===== src/rtl/core/pqc_pkg.sv =====
// Shared types and constants for the pending queue with cancel block.
`default_nettype none

package pqc_pkg;

  localparam int CAPACITY_DEF = 16;
  localparam int ID_W         = 16;
  localparam int ACT_W        = 2;
  localparam int ST_W         = 3;
  localparam int CNT_OUT_W    = 5;

  // Action codes; bit 1 set always means process.
  localparam logic [ACT_W-1:0] ACT_ADD    = 2'd0;
  localparam logic [ACT_W-1:0] ACT_REMOVE = 2'd1;
  localparam int               ACT_PROC_BIT = 1;

  typedef enum logic [ST_W-1:0] {
    STS_ADDED     = 3'd0,
    STS_REMOVED   = 3'd1,
    STS_NOTFOUND  = 3'd2,
    STS_PROCESSED = 3'd3,
    STS_NONE      = 3'd4,
    STS_FULL      = 3'd5
  } status_t;

  typedef enum logic [1:0] {
    OP_ADD,
    OP_REMOVE,
    OP_PROCESS
  } op_t;

  typedef enum logic {
    ST_IDLE,
    ST_EXEC
  } state_t;

  // Command broadcast to every cell of the chain.
  typedef struct packed {
    logic            exec;
    op_t             op;
    logic [ID_W-1:0] id;
  } cmd_t;

  // Summary handed back from the chain to the control logic.
  typedef struct packed {
    logic            found;
    logic [ID_W-1:0] head_id;
  } chain_stat_t;

endpackage

`default_nettype wire


===== src/rtl/core/pending_queue_with_cancel_core.sv =====
// Top level of the pending queue with cancel: command control, entry count and result register.
// An accepted request first passes the EXEC state; its result and strobe are then
// registered in the result register.
// A new request is refused while busy; busy is high for the single cycle in which
// the cell chain compares, shifts and writes in parallel.
// The result is registered and shown for one cycle while the next request is taken.
// Synchronous active-low reset empties the queue and clears busy and the strobe.
`default_nettype none

module pending_queue_with_cancel_core #(
  parameter int CAPACITY = pqc_pkg::CAPACITY_DEF
) (
  input  wire logic                           clk,
  input  wire logic                           rst_n,
  input  wire logic                           start,
  output logic                                busy,
  input  wire logic [pqc_pkg::ACT_W-1:0]      in_action,
  input  wire logic [pqc_pkg::ID_W-1:0]       in_order_id,
  output logic                                out_valid,
  output logic [pqc_pkg::ST_W-1:0]            out_status,
  output logic [pqc_pkg::ID_W-1:0]            out_id,
  output logic [pqc_pkg::CNT_OUT_W-1:0]       out_pending_count
);

  localparam int CW = $clog2(CAPACITY + 1);

  pqc_pkg::state_t          state_r, state_nxt;
  pqc_pkg::op_t             op_r, op_nxt;
  logic [pqc_pkg::ID_W-1:0] id_r, id_nxt;
  logic [CW-1:0]            count_r, count_nxt;
  logic                     out_valid_r, out_valid_nxt;
  pqc_pkg::status_t         status_r, status_nxt;
  logic [pqc_pkg::ID_W-1:0] out_id_r, out_id_nxt;
  logic                     accept;
  logic                     exec;
  pqc_pkg::cmd_t            cmd;
  pqc_pkg::chain_stat_t     stat;
  logic [CW+pqc_pkg::CNT_OUT_W-1:0] count_ext;

  assign accept = start && !busy;

  // Next state.
  always_comb begin
    state_nxt = state_r;
    unique case (state_r)
      pqc_pkg::ST_IDLE: if (start) state_nxt = pqc_pkg::ST_EXEC;
      pqc_pkg::ST_EXEC: state_nxt = pqc_pkg::ST_IDLE;
      default:          state_nxt = pqc_pkg::ST_IDLE;
    endcase
  end

  // State outputs.
  always_comb begin
    busy = 1'b0;
    exec = 1'b0;
    unique case (state_r)
      pqc_pkg::ST_IDLE: ;
      pqc_pkg::ST_EXEC: begin
        busy = 1'b1;
        exec = 1'b1;
      end
      default: ;
    endcase
  end

  // Request capture; bit 1 of the action wins over the other codes.
  always_comb begin
    op_nxt = op_r;
    id_nxt = id_r;
    if (accept) begin
      id_nxt = in_order_id;
      priority if (in_action[pqc_pkg::ACT_PROC_BIT]) begin
        op_nxt = pqc_pkg::OP_PROCESS;
      end else if (in_action == pqc_pkg::ACT_REMOVE) begin
        op_nxt = pqc_pkg::OP_REMOVE;
      end else begin
        op_nxt = pqc_pkg::OP_ADD;
      end
    end
  end

  // A full queue refuses an add, so the cells see no write then.
  always_comb begin
    cmd.op   = op_r;
    cmd.id   = id_r;
    cmd.exec = exec && !(op_r == pqc_pkg::OP_ADD && count_r == CW'(CAPACITY));
  end

  pqc_chain #(
    .CAPACITY (CAPACITY),
    .CW       (CW)
  ) u_chain (
    .clk   (clk),
    .cmd   (cmd),
    .count (count_r),
    .stat  (stat)
  );

  // Result and count update.
  always_comb begin
    count_nxt     = count_r;
    status_nxt    = status_r;
    out_id_nxt    = out_id_r;
    out_valid_nxt = exec;
    if (exec) begin
      out_id_nxt = '0;
      unique case (op_r)
        pqc_pkg::OP_ADD: begin
          if (count_r == CW'(CAPACITY)) begin
            status_nxt = pqc_pkg::STS_FULL;
          end else begin
            status_nxt = pqc_pkg::STS_ADDED;
            count_nxt  = count_r + CW'(1);
          end
        end
        pqc_pkg::OP_REMOVE: begin
          if (stat.found) begin
            status_nxt = pqc_pkg::STS_REMOVED;
            out_id_nxt = id_r;
            count_nxt  = count_r - CW'(1);
          end else begin
            status_nxt = pqc_pkg::STS_NOTFOUND;
          end
        end
        pqc_pkg::OP_PROCESS: begin
          if (count_r == '0) begin
            status_nxt = pqc_pkg::STS_NONE;
          end else begin
            status_nxt = pqc_pkg::STS_PROCESSED;
            out_id_nxt = stat.head_id;
            count_nxt  = count_r - CW'(1);
          end
        end
        default: status_nxt = pqc_pkg::STS_NONE;
      endcase
    end
  end

  always_ff @(posedge clk) begin
    if (!rst_n) begin
      state_r     <= pqc_pkg::ST_IDLE;
      count_r     <= '0;
      out_valid_r <= 1'b0;
    end else begin
      state_r     <= state_nxt;
      count_r     <= count_nxt;
      out_valid_r <= out_valid_nxt;
    end
  end

  always_ff @(posedge clk) begin
    op_r     <= op_nxt;
    id_r     <= id_nxt;
    status_r <= status_nxt;
    out_id_r <= out_id_nxt;
  end

  // The count port is the low five bits of the entry count.
  assign count_ext         = {{pqc_pkg::CNT_OUT_W{1'b0}}, count_r};
  assign out_valid         = out_valid_r;
  assign out_status        = status_r;
  assign out_id            = out_id_r;
  assign out_pending_count = count_ext[pqc_pkg::CNT_OUT_W-1:0];

endmodule

`default_nettype wire


===== src/rtl/core/pqc_cell.sv =====
// One storage cell of the pending queue: holds one id and shifts it towards the head.
`default_nettype none

module pqc_cell #(
  parameter int INDEX = 0,
  parameter int CW    = 5
) (
  input  wire logic                  clk,
  input  wire pqc_pkg::cmd_t         cmd,
  input  wire logic [CW-1:0]         count,
  input  wire logic                  found,
  input  wire logic [pqc_pkg::ID_W-1:0] up_id,
  input  wire logic                  above_in,
  output logic                       above_out,
  output logic [pqc_pkg::ID_W-1:0]   id_q
);

  logic [pqc_pkg::ID_W-1:0] id_r;
  logic [pqc_pkg::ID_W-1:0] id_nxt;
  logic                     valid;
  logic                     match;

  assign valid     = CW'(INDEX) < count;
  assign match     = (cmd.op == pqc_pkg::OP_REMOVE) && valid && (id_r == cmd.id);
  assign above_out = above_in | match;
  assign id_q      = id_r;

  // On a removal, every cell from the newest match upwards takes its upper neighbour.
  always_comb begin
    id_nxt = id_r;
    if (cmd.exec) begin
      priority if (cmd.op == pqc_pkg::OP_ADD && count == CW'(INDEX)) begin
        id_nxt = cmd.id;
      end else if (cmd.op == pqc_pkg::OP_PROCESS) begin
        id_nxt = up_id;
      end else if (cmd.op == pqc_pkg::OP_REMOVE && found && !above_in) begin
        id_nxt = up_id;
      end else begin
        id_nxt = id_r;
      end
    end
  end

  always_ff @(posedge clk) begin
    id_r <= id_nxt;
  end

endmodule

`default_nettype wire


===== src/rtl/core/pqc_chain.sv =====
// Row of queue cells, oldest entry at cell zero, with the match chain running downwards.
`default_nettype none

module pqc_chain #(
  parameter int CAPACITY = pqc_pkg::CAPACITY_DEF,
  parameter int CW       = $clog2(CAPACITY + 1)
) (
  input  wire logic                 clk,
  input  wire pqc_pkg::cmd_t        cmd,
  input  wire logic [CW-1:0]        count,
  output pqc_pkg::chain_stat_t      stat
);

  logic [pqc_pkg::ID_W-1:0] id_w [CAPACITY];
  logic [CAPACITY:0]        above;

  assign above[CAPACITY] = 1'b0;
  assign stat.found      = above[0];
  assign stat.head_id    = id_w[0];

  for (genvar k = 0; k < CAPACITY; k++) begin : g_cell
    logic [pqc_pkg::ID_W-1:0] up_id;
    if (k == CAPACITY - 1) begin : g_top
      assign up_id = id_w[k];
    end else begin : g_mid
      assign up_id = id_w[k+1];
    end

    pqc_cell #(
      .INDEX (k),
      .CW    (CW)
    ) u_cell (
      .clk       (clk),
      .cmd       (cmd),
      .count     (count),
      .found     (above[0]),
      .up_id     (up_id),
      .above_in  (above[k+1]),
      .above_out (above[k]),
      .id_q      (id_w[k])
    );
  end

endmodule

`default_nettype wire


===== config.mk =====
export PLATFORM = sky130hd
export DESIGN_NAME = pending_queue_with_cancel_core
export DESIGN_NICKNAME = d
export VERILOG_FILES = /design/src/rtl/core/pqc_pkg.sv /design/src/rtl/core/pending_queue_with_cancel_core.sv /design/src/rtl/core/pqc_cell.sv /design/src/rtl/core/pqc_chain.sv
export SDC_FILE = /design/constraint.sdc
export NUM_CORES = 1
export LEC_CHECK = 0
export ABC_AREA = 1
export BUFFER_PORTS_ARGS = -buffer_cell sky130_fd_sc_hd__buf_2
export CAP_MARGIN = 20
export CORE_MARGIN = 3
export CORE_UTILIZATION = 55
export CTS_BUF_LIST = sky130_fd_sc_hd__clkbuf_4
export DETAILED_ROUTE_END_ITERATION = 10
export PLACE_DENSITY_LB_ADDON = 0.2
export SLEW_MARGIN = 5
export SYNTH_ARGS = -nofsm -noshare
export SYNTH_HDL_FRONTEND = slang
export SYNTH_SLANG_ARGS = --single-unit

===== constraint.sdc =====
create_clock -name clk -period 4.1 [get_ports clk]
set_input_delay 0.41 -clock clk [delete_from_list [all_inputs] [get_ports clk]]
set_output_delay 0.41 -clock clk [all_outputs]
set_load 0.005 [all_outputs]

==> impl_metrics.yaml, run 1 <==
global_routing:
  grt_max_degree: 34
  overflow: 0
  track_usage_pct: 36.32
  antenna_found_initial: 2
  grt_pass1_vias: 14960
  grt_pass1_wl_um: 91760
cells_and_area:
  fillers: 2854
  mostFrequentLayoutCell: "nand2_1"
  syn_to_final_growth_pct: 11.32
  fin_util_pct: 62.50
  nets: 2237
  mostFrequentLayoutCells: "nand2_1 (574), edfxtp_1 (293), o21ai_0 (261)"
  drive_gt1_share_pct: 14.11
logic_synthesis:
  yosys.area.top_type_share_pct: 49.41
  synth_async_sr_flop_share_pct: 0
  syn-mean-instance-area_sq_um: 8.541
  synth.distinct_cells: 52
  syn_inst: 2085
  synth_top_area_cell: "edfxtp_1"
  ys.flop_type: "edfxtp_1"
  synth_area_leaders: "edfxtp_1 (49%), nand2_1 (12%), o21ai_0 (7.3%)"
  ys_ff_latch: 300
  netlist_area_sq_um: 17810
  synth_edf_count: 293
  synth-warning-count: 0
  synthesis.nets: 2116
  seq_area_frac_synth_pct: 50.19
floorplanning:
  die_w_um: 185.9
  core_sq_um: 31720
  io_pins: 47
  die_h_um: 185.9
  die-area_sq_um: 34570
  rows: 65
  initial_utilization_pct: 56.15
power_and_ir_drop:
  p_leak_nw: 8.100
  p_sw_share_pct: 28.13
  comb_power_share_pct: 12.1
  vdd_drop_max_v: 0.0002388
  p_int_mw: 4.927
  p_seq_share_pct: 51.0
  switchingPower_mw: 1.929
  powerDensity_nw_per_um2: 345.9
  p_clk_share_pct: 37.0
timing:
  rsz0062_at_grt: "no"
  fin_crit_ns: 3.845
  maxSlewViolCount: 0
  fin_tns_setup_ns: 0
  setup_violations: 0
  fmax_mhz: 260.0
  finClkSkew_ns: 0.04485
  min_period_over_period_pct: 93.79
  slew_headroom_pct: 27.18
  tightest_slew_ns: 1.088
  hold_viol: 0
placement:
  gp_congestion: 1.012
  dp_hpwl_um: 45260
  portBuffers: 46
detailed_routing:
  ant_nets: 0
  drt_iter0_drc: 1933
  vias: 15740
  wl_per_cell_um: 23.28
  wl_um: 62010
  vias_per_cell: 5.909
  firstDrtPassIters: 6
  route.detailed.drc: 0
clocking:
  h-tree-depth: 3
  path_clk_slew_ns: 0.07
  cts_buffer_depth: 3
  cts_tree: "done"
  cts_inserted_buffers: 81
  clkSinkCount: 300
  root_buffer: "clkbuf_4"
  clock_latency_ns: 0.76
worst_hold_path:
  worstHoldPathType: "input port to register"
critical_path:
  crit_path_max_fanout: 16
  cp-start-kind: "register"
  cpPeakStageDelay_ns: 0.45
  critPathKind: "register to register"
  critPathRequiredTime_ns: 4.57
  arrival_ns: 4.31
  crit_path_frequent_cell: "nand2_1"
  cp_slowest_cell: "inv_1"
  crit_chain: "inv_1 > nand2_1 > nand2_1 > nor2_1 > nand2_1 > nor2_1 > nand3_2 > nand2_1 > nor2_2 > nand4_1 > nor2_2 > nand4_1 > nor2_2 > nand4_2 > nor2_4 > nand2_2 > a21oi_1 > a21oi_1 > buf_4"
  worst_setup_path_end_kind: "register"
flow_run:
  cap_violations: 0
status:
  status: "completed"
==> cells in the mapped netlist (3+ instances only) <==
cell type / count
nor4_1: 29
ha_1: 10
clkbuf_1: 70
nor2_2: 7
nor3b_1: 13
inv_2: 19
nor4b_1: 7
edfxtp_1: 293
nand2_1: 574
a31oi_1: 5
o22ai_1: 4
nor2_4: 3
nand2_2: 3
o21ai_0: 261
nand3b_1: 6
nand3_1: 51
buf_6: 7
buf_2: 21
o21a_1: 6
nor2_1: 167
nor3_1: 45
or4_1: 4
dfxtp_1: 7
nand4_1: 58
xnor2_1: 66
buf_4: 20
a21oi_1: 39
o2111ai_1: 5
or2_1: 5
xor2_1: 89
or2_2: 23
inv_1: 143
==> per-stage QoR <==
stage	instance area [sq um]	cells	power [mW]	hold slack [ns]	setup WS [ns]
after floorplan	17810	2085	4.033	0.4206	0.6494
after global placement	18660	2504	4.344	0.5385	0.3449
after detailed placement	18660	2504	4.347	0.5505	0.3314
after CTS	19800	2662	6.875	0.3148	0.2866
after global routing	19820	2664	7.143	0.3384	0.1012
final	19820	2664	6.856	0.3647	0.2545
==> power by group through the flow <==
stage                     clock network, mW  registers (mW)  logic, mW
after detailed placement                  0            3.56      0.788
after floorplan                           0            3.53      0.499
final                                  2.53            3.50      0.826
after global routing                   2.75            3.50      0.892
after CTS                              2.57            3.49      0.808
after global placement                    0            3.56      0.787
==> registers in the layout, summed over array words and instances (netlist names) <==
| name | flops |
|---|---|
| op_r | 2 |
| u_chain.g_cell.u_cell.id_q | 256 |
| state_r | 1 |
| out_valid | 1 |
| out_pending_count | 5 |
| out_status | 3 |
| id_r | 16 |
| out_id | 16 |
==> what timing repair did <==
item	CTS	global route
setup buffers	0	0
endpoints found under the hold margin	21	0
gates resized for setup	0	1
endpoints found under the setup margin	0	16
hold buffers	20	0
==> kinds of logic after synthesis <==
group,after synthesis,share of synthesized area [%]
XOR/XNOR,155,7.623
AO/OA/AOI/OAI,328,9.597
flip-flops,300,50.19
adder cells (fa/ha/maj),10,0.7026
buffers and inverters,281,6.787
AND/OR/NAND/NOR,1011,25.10
==> area by class of cell <==
| cell class | count | area [sq um] | area share [%] |
|---|---|---|---|
| antenna | 1 | 2.502 | 0.01262 |
| clock buffer | 110 | 825.8 | 4.166 |
| clock inverter | 28 | 111.4 | 0.5617 |
| inverter | 163 | 611.8 | 3.086 |
| multi-input combinational | 1504 | 7680 | 38.74 |
| sequential | 300 | 8939 | 45.09 |
| tap | 402 | 503.0 | 2.537 |
| timing repair buffer | 156 | 1151 | 5.807 |
==> per-layer routing <==
| metal | GRT usage (%) | part of all wire, % | vias up |
|---|---|---|---|
| li1 | - | - | 7325 |
| met1 | 51.34 | 42 | 7339 |
| met2 | 52.08 | 41 | 895 |
| met3 | 9.420 | 11 | 181 |
| met4 | 17.90 | 5.4 | 2 |
| met5 | 0 | 0.021 | - |
==> path summary, 6_finish.rpt <==
| check | from | endpoint | slack, ns | cells after the start |
|---|---|---|---|---|
| max reg2reg | id_r[1]$_DFFE_PP_ | u_chain.g_cell[8].u_cell.id_q[6]$_DFFE_PP_ | 0.25 | 19 |
| min reg2reg | u_chain.g_cell[3].u_cell.id_q[2]$_DFFE_PP_ | u_chain.g_cell[2].u_cell.id_q[2]$_DFFE_PP_ | 0.56 | 2 |
| min | in_order_id[8] | id_r[8]$_DFFE_PP_ | 0.36 | 2 |
| max | id_r[1]$_DFFE_PP_ | u_chain.g_cell[8].u_cell.id_q[6]$_DFFE_PP_ | 0.25 | 19 |
==> worst max-delay path, delay by kind of cell, from the launching register on <==
family | cells | cell delay (ns)
AO/OA/AOI/OAI | 2 | 0.26
buffers and inverters | 2 | 0.69
flip-flops | 1 | 0.44
AND/OR/NAND/NOR | 15 | 2.12
Note: power is estimated with default switching activity, not from simulation.
==> inputs of run 2 (changes only) <==
--- a/config.mk
+++ b/config.mk
@@ -10,7 +10,6 @@
 export CAP_MARGIN = 20
 export CORE_MARGIN = 3
 export CORE_UTILIZATION = 55
-export CTS_BUF_LIST = sky130_fd_sc_hd__clkbuf_4
 export DETAILED_ROUTE_END_ITERATION = 10
 export PLACE_DENSITY_LB_ADDON = 0.2
 export SLEW_MARGIN = 5
==> impl_metrics.yaml, run 2 (same netlist as run 1, synthesis figures left out) <==
critical_path:
  reg2reg_from: "id_r[1]$_DFFE_PP_"
  critPathRequiredTime_ns: 4.36
  critPathKind: "register to register"
  crit_path_max_fanout: 16
  cp-startpoint: "id_r[1]$_DFFE_PP_"
  cp-start-kind: "register"
  cpPeakStageDelay_ns: 0.44
  arrival_ns: 4.04
  worst_setup_path_end_kind: "register"
  crit_chain: "inv_1 > nand2_1 > nand2_1 > nor2_1 > nand2_1 > nor2_1 > nand3_2 > nand2_1 > nor2_2 > nand4_1 > nor2_2 > nand4_1 > nor2_2 > nand4_2 > nor2_4 > nand2_2 > a21oi_1 > a21oi_1 > buf_4"
  crit_path_frequent_cell: "nand2_1"
  cp_slowest_cell: "edfxtp_1"
floorplanning:
  die-area_sq_um: 34570
  io_pins: 47
  core_sq_um: 31720
  die_h_um: 185.9
  rows: 65
  initial_utilization_pct: 56.15
  die_w_um: 185.9
cells_and_area:
  nets: 2171
  mostFrequentLayoutCell: "nand2_1"
  fin_util_pct: 62.60
  largest_reg_flops: 256
  syn_to_final_growth_pct: 11.49
  drive_gt1_share_pct: 11.77
  mostFrequentLayoutCells: "nand2_1 (574), edfxtp_1 (293), o21ai_0 (261)"
  antenna_cells: 0
clocking:
  root_buffer: "clkbuf_16"
  clock_latency_ns: 0.52
  cts_setup_buffers: 0
  cts_buffer_depth: 3
  h-tree-depth: 2
  path_clk_slew_ns: 0.06
  cts_inserted_buffers: 35
  clkSinkCount: 300
  cts_hold_buf: 0
  cts_tree: "done"
timing:
  fmax_mhz: 264.1
  fin_crit_ns: 3.787
  rsz0062_at_grt: "no"
  hold_viol: 0
  layout_setup_ws_ns: 0.3132
  slew_headroom_pct: 26.83
  maxSlewViolCount: 0
  min_period_over_period_pct: 92.36
  setup_violations: 0
  tightest_slew_ns: 1.093
  finClkSkew_ns: 0.02453
  hold_ws_ns: 0.06794
  fin_tns_setup_ns: 0
power_and_ir_drop:
  vdd_drop_max_v: 0.0003926
  powerDensity_nw_per_um2: 377.4
  finalPower_mw: 7.492
  p_leak_nw: 8.019
detailed_routing:
  wl_per_cell_um: 23.90
  vias: 15370
  ant_nets: 0
  drt_iter0_drc: 1885
  firstDrtPassIters: 6
  vias_per_cell: 5.985
  wl_um: 61380
  route.detailed.drc: 0
global_routing:
  grt_pass1_vias: 14520
  grt_pass1_wl_um: 90600
  grt_max_degree: 34
  overflow: 0
  antenna_found_initial: 1
  track_usage_pct: 35.67
flow_run:
  cap_violations: 0
worst_hold_path:
  worstHoldPathType: "input port to register"
  hp-start: "in_order_id[2]"
placement:
  portBuffers: 46
  dp_hpwl_um: 45260
  place_ws_ns: 0.3314
  gp_congestion: 1.012
status:
  status: "completed"
==> run 2: cell types whose count changed in the layout (fill, tap and decap cells not counted), moves of 4 or more <==
cell,delta
clkbuf_4,-110
clkbuf_16,+37
dlygate4sd3_1,-20
clkinv_1,-13
bufinv_16,+4
==> run 2: final cells by class <==
type / count / area [sq um]
Fill cell: 2813 / 11860
Sequential cell: 300 / 8939
Multi-Input combinational cell: 1504 / 7680
Clock buffer: 41 / 960.9
Timing Repair Buffer: 136 / 950.9
Inverter: 163 / 611.8
Tap cell: 402 / 503.0
Clock inverter: 22 / 209.0
==> run 2: final timing paths <==
| path | end | slack, ns | cells after the start |
|---|---|---|---|
| worst max-delay path | u_chain.g_cell[8].u_cell.id_q[5]$_DFFE_PP_ | 0.31 | 19 |
| worst min-delay path | id_r[2]$_DFFE_PP_ | 0.07 | 1 |
| worst max register to register | u_chain.g_cell[8].u_cell.id_q[5]$_DFFE_PP_ | 0.31 | 19 |
| worst min register to register | u_chain.g_cell[14].u_cell.id_q[0]$_DFFE_PP_ | 0.56 | 2 |
==> run 2: critical path, delay by kind of cell (launching register included) <==
kind / cells / cell delay [ns]
AO/OA/AOI/OAI: 2 / 0.26
AND/OR/NAND/NOR: 15 / 2.12
buffers and inverters: 2 / 0.68
flip-flops: 1 / 0.44
==> run 2: what timing repair did <==
item                                   CTS  global route
endpoints found under the hold margin    0             0
gates resized for setup                  0             1
setup endpoints to repair                0            16
==> run 2: per-layer routing <==
metal,vias to the layer above,GRT usage (%),wire length [um]
met3,154,7.270,6608
li1,7145,-,-
met2,845,51.77,25670
met1,7224,51.62,26010
met5,-,0,13
met4,2,16.53,3071
==> run 2: metrics by stage <==
step / cells / instance area [sq um]
after floorplan: 2085 / 17810
after global placement: 2504 / 18660
after CTS: 2567 / 19830
final: 2568 / 19850
after detailed placement: 2504 / 18660
after global routing: 2568 / 19850
==> run 2: power breakdown <==
group          internal [mW]  total (mW)  switching [mW]  leakage [nW]
clock network           1.92        3.18            1.26         0.572
registers               3.43        3.50          0.0657          2.73
logic                  0.244       0.812           0.569          4.71
total                   5.60        7.49            1.89          8.02
==> inputs of run 3 (changes only) <==
--- a/config.mk
+++ b/config.mk
@@ -11,7 +11,8 @@
 export CORE_MARGIN = 3
 export CORE_UTILIZATION = 55
 export DETAILED_ROUTE_END_ITERATION = 10
-export PLACE_DENSITY_LB_ADDON = 0.2
+export PLACE_DENSITY = 0.72
+export REMOVE_ABC_BUFFERS = 1
 export SLEW_MARGIN = 5
 export SYNTH_ARGS = -nofsm -noshare
 export SYNTH_HDL_FRONTEND = slang
==> impl_metrics.yaml, run 3 (same netlist as run 1, synthesis figures left out) <==
detailed_routing:
  wl_um: 57450
  vias: 15500
  drt_iter0_drc: 2057
  ant_nets: 0
  vias_per_cell: 6.074
  firstDrtPassIters: 6
  route.detailed.drc: 0
  wl_per_cell_um: 22.51
global_routing:
  track_usage_pct: 33.06
  grt_max_degree: 34
  overflow: 0
  antenna_found_initial: 1
  grt_pass1_vias: 14640
  grt_pass1_wl_um: 86190
critical_path:
  crit_path_max_fanout: 18
  reg2reg_from: "id_r[5]$_DFFE_PP_"
  cp-start-kind: "register"
  r2r_end: "u_chain.g_cell[14].u_cell.id_q[13]$_DFFE_PP_"
  rrSetupSlack_ns: 0.54
  critPathKind: "register to register"
  worst-r2r-cell-count: 14
  worst_setup_path_end_kind: "register"
  arrival_ns: 3.81
  critPathRequiredTime_ns: 4.35
timing:
  finClkSkew_ns: 0.03414
  min_period_over_period_pct: 86.90
  hold_viol: 0
  fmax_mhz: 280.7
  rsz0062_at_grt: "no"
  hold_ws_ns: 0.03814
  tightest_slew_ns: 0.9202
  fin_tns_setup_ns: 0
  fin_crit_ns: 3.563
  slew_headroom_pct: 38.18
  setup_violations: 0
  maxSlewViolCount: 0
clocking:
  cts_buffer_depth: 3
  root_buffer: "clkbuf_16"
  cts_tree: "done"
  path_clk_slew_ns: 0.05
  clkSinkCount: 300
  cts_inserted_buffers: 36
  cts_setup_buffers: 0
  h-tree-depth: 2
  clock_latency_ns: 0.55
  cts.repair.resized: 0
  cts_hold_buf: 0
cells_and_area:
  mostFrequentLayoutCells: "nand2_1 (574), edfxtp_1 (293), o21ai_0 (261)"
  drive_gt1_share_pct: 10.70
  finalNonFillerCells: 2552
  mostFrequentLayoutCell: "nand2_1"
  multi_input_area_sq_um: 7667
  nets: 2154
  syn_to_final_growth_pct: 10.10
  seqCellArea_sq_um: 8939
  fillers: 2803
  largest_reg_flops: 256
worst_hold_path:
  hp-start: "in_order_id[3]"
  holdPathStages: 1
  worstHoldPathType: "input port to register"
  hold_end: "id_r[3]$_DFFE_PP_"
power_and_ir_drop:
  p_leak_nw: 7.886
  powerDensity_nw_per_um2: 376.2
  vdd_drop_max_v: 0.0003619
  finalPower_mw: 7.377
floorplanning:
  die_h_um: 185.9
  die_w_um: 185.9
  core_sq_um: 31720
  rows: 65
  io_pins: 47
  die-area_sq_um: 34570
  initial_utilization_pct: 56.15
placement:
  gp_congestion: 1.002
  portBuffers: 46
  dp_hpwl_um: 40600
  dp.cells: 2487
status:
  status: "completed"
flow_run:
  cap_violations: 0
[run 3: worst max-delay path by stage]
stage,startpoint,end,slack (ns),depth (start not counted)
final,id_r[5]$_DFFE_PP_,u_chain.g_cell[14].u_cell.id_q[13]$_DFFE_PP_,0.54,14
after global routing,id_r[0]$_DFFE_PP_,u_chain.g_cell[3].u_cell.id_q[10]$_DFFE_PP_,0.36,16
after CTS,id_r[7]$_DFFE_PP_,u_chain.g_cell[14].u_cell.id_q[13]$_DFFE_PP_,0.60,14
after detailed placement,id_r[7]$_DFFE_PP_,u_chain.g_cell[14].u_cell.id_q[13]$_DFFE_PP_,0.63,14
after global placement,id_r[7]$_DFFE_PP_,u_chain.g_cell[14].u_cell.id_q[13]$_DFFE_PP_,0.64,14
after floorplan,id_r[1]$_DFFE_PP_,u_chain.g_cell[0].u_cell.id_q[0]$_DFFE_PP_,0.39,18
[run 3: final cells by class]
type / count / area share [%]
flip-flops and latches: 300 / 45.59
multi-input cells: 1504 / 39.10
clock buffers: 45 / 4.926
repair buffers: 118 / 3.931
inverters: 163 / 3.120
well taps: 402 / 2.565
clock inverters: 19 / 0.7530
diodes: 1 / 0.01276
[run 3: power by group]
group	leakage (nW)	internal, mW	switching [mW]
sequential	2.73	3.43	0.0606
clock	0.541	1.80	1.30
combinational	4.61	0.229	0.555
total	7.89	5.46	1.92
[run 3: layer usage]
layer  GRT usage, %  share of wire, %  vias up
li1               -                 -     7111
met1          44.69                40     7334
met2          53.88                47      885
met3          5.511               9.4      171
met4          12.51               3.8        0
met5              0                 0        -
[run 3: metrics by stage]
step	cell area [sq um]	setup slack, ns	utilization (%)
floorplan	17210	0.3880	-
global placement	18490	0.6358	58.30
detailed placement	18490	0.6252	58.30
CTS	19610	0.5971	61.81
global route	19610	0.3579	61.81
finish	19610	0.5370	61.82
[run 3: critical path: stages, from the launching register on]
cell,delay (ns)
edfxtp_1,0.40
inv_2,0.42
buf_4,0.27
nor2_1,0.08
nor4_1,0.19
nand3_1,0.12
nor4_1,0.52
buf_4,0.21
nor2_2,0.05
nand4_2,0.11
nor2_4,0.06
nand2_2,0.21
nand2_1,0.08
a31oi_1,0.26
buf_4,0.25
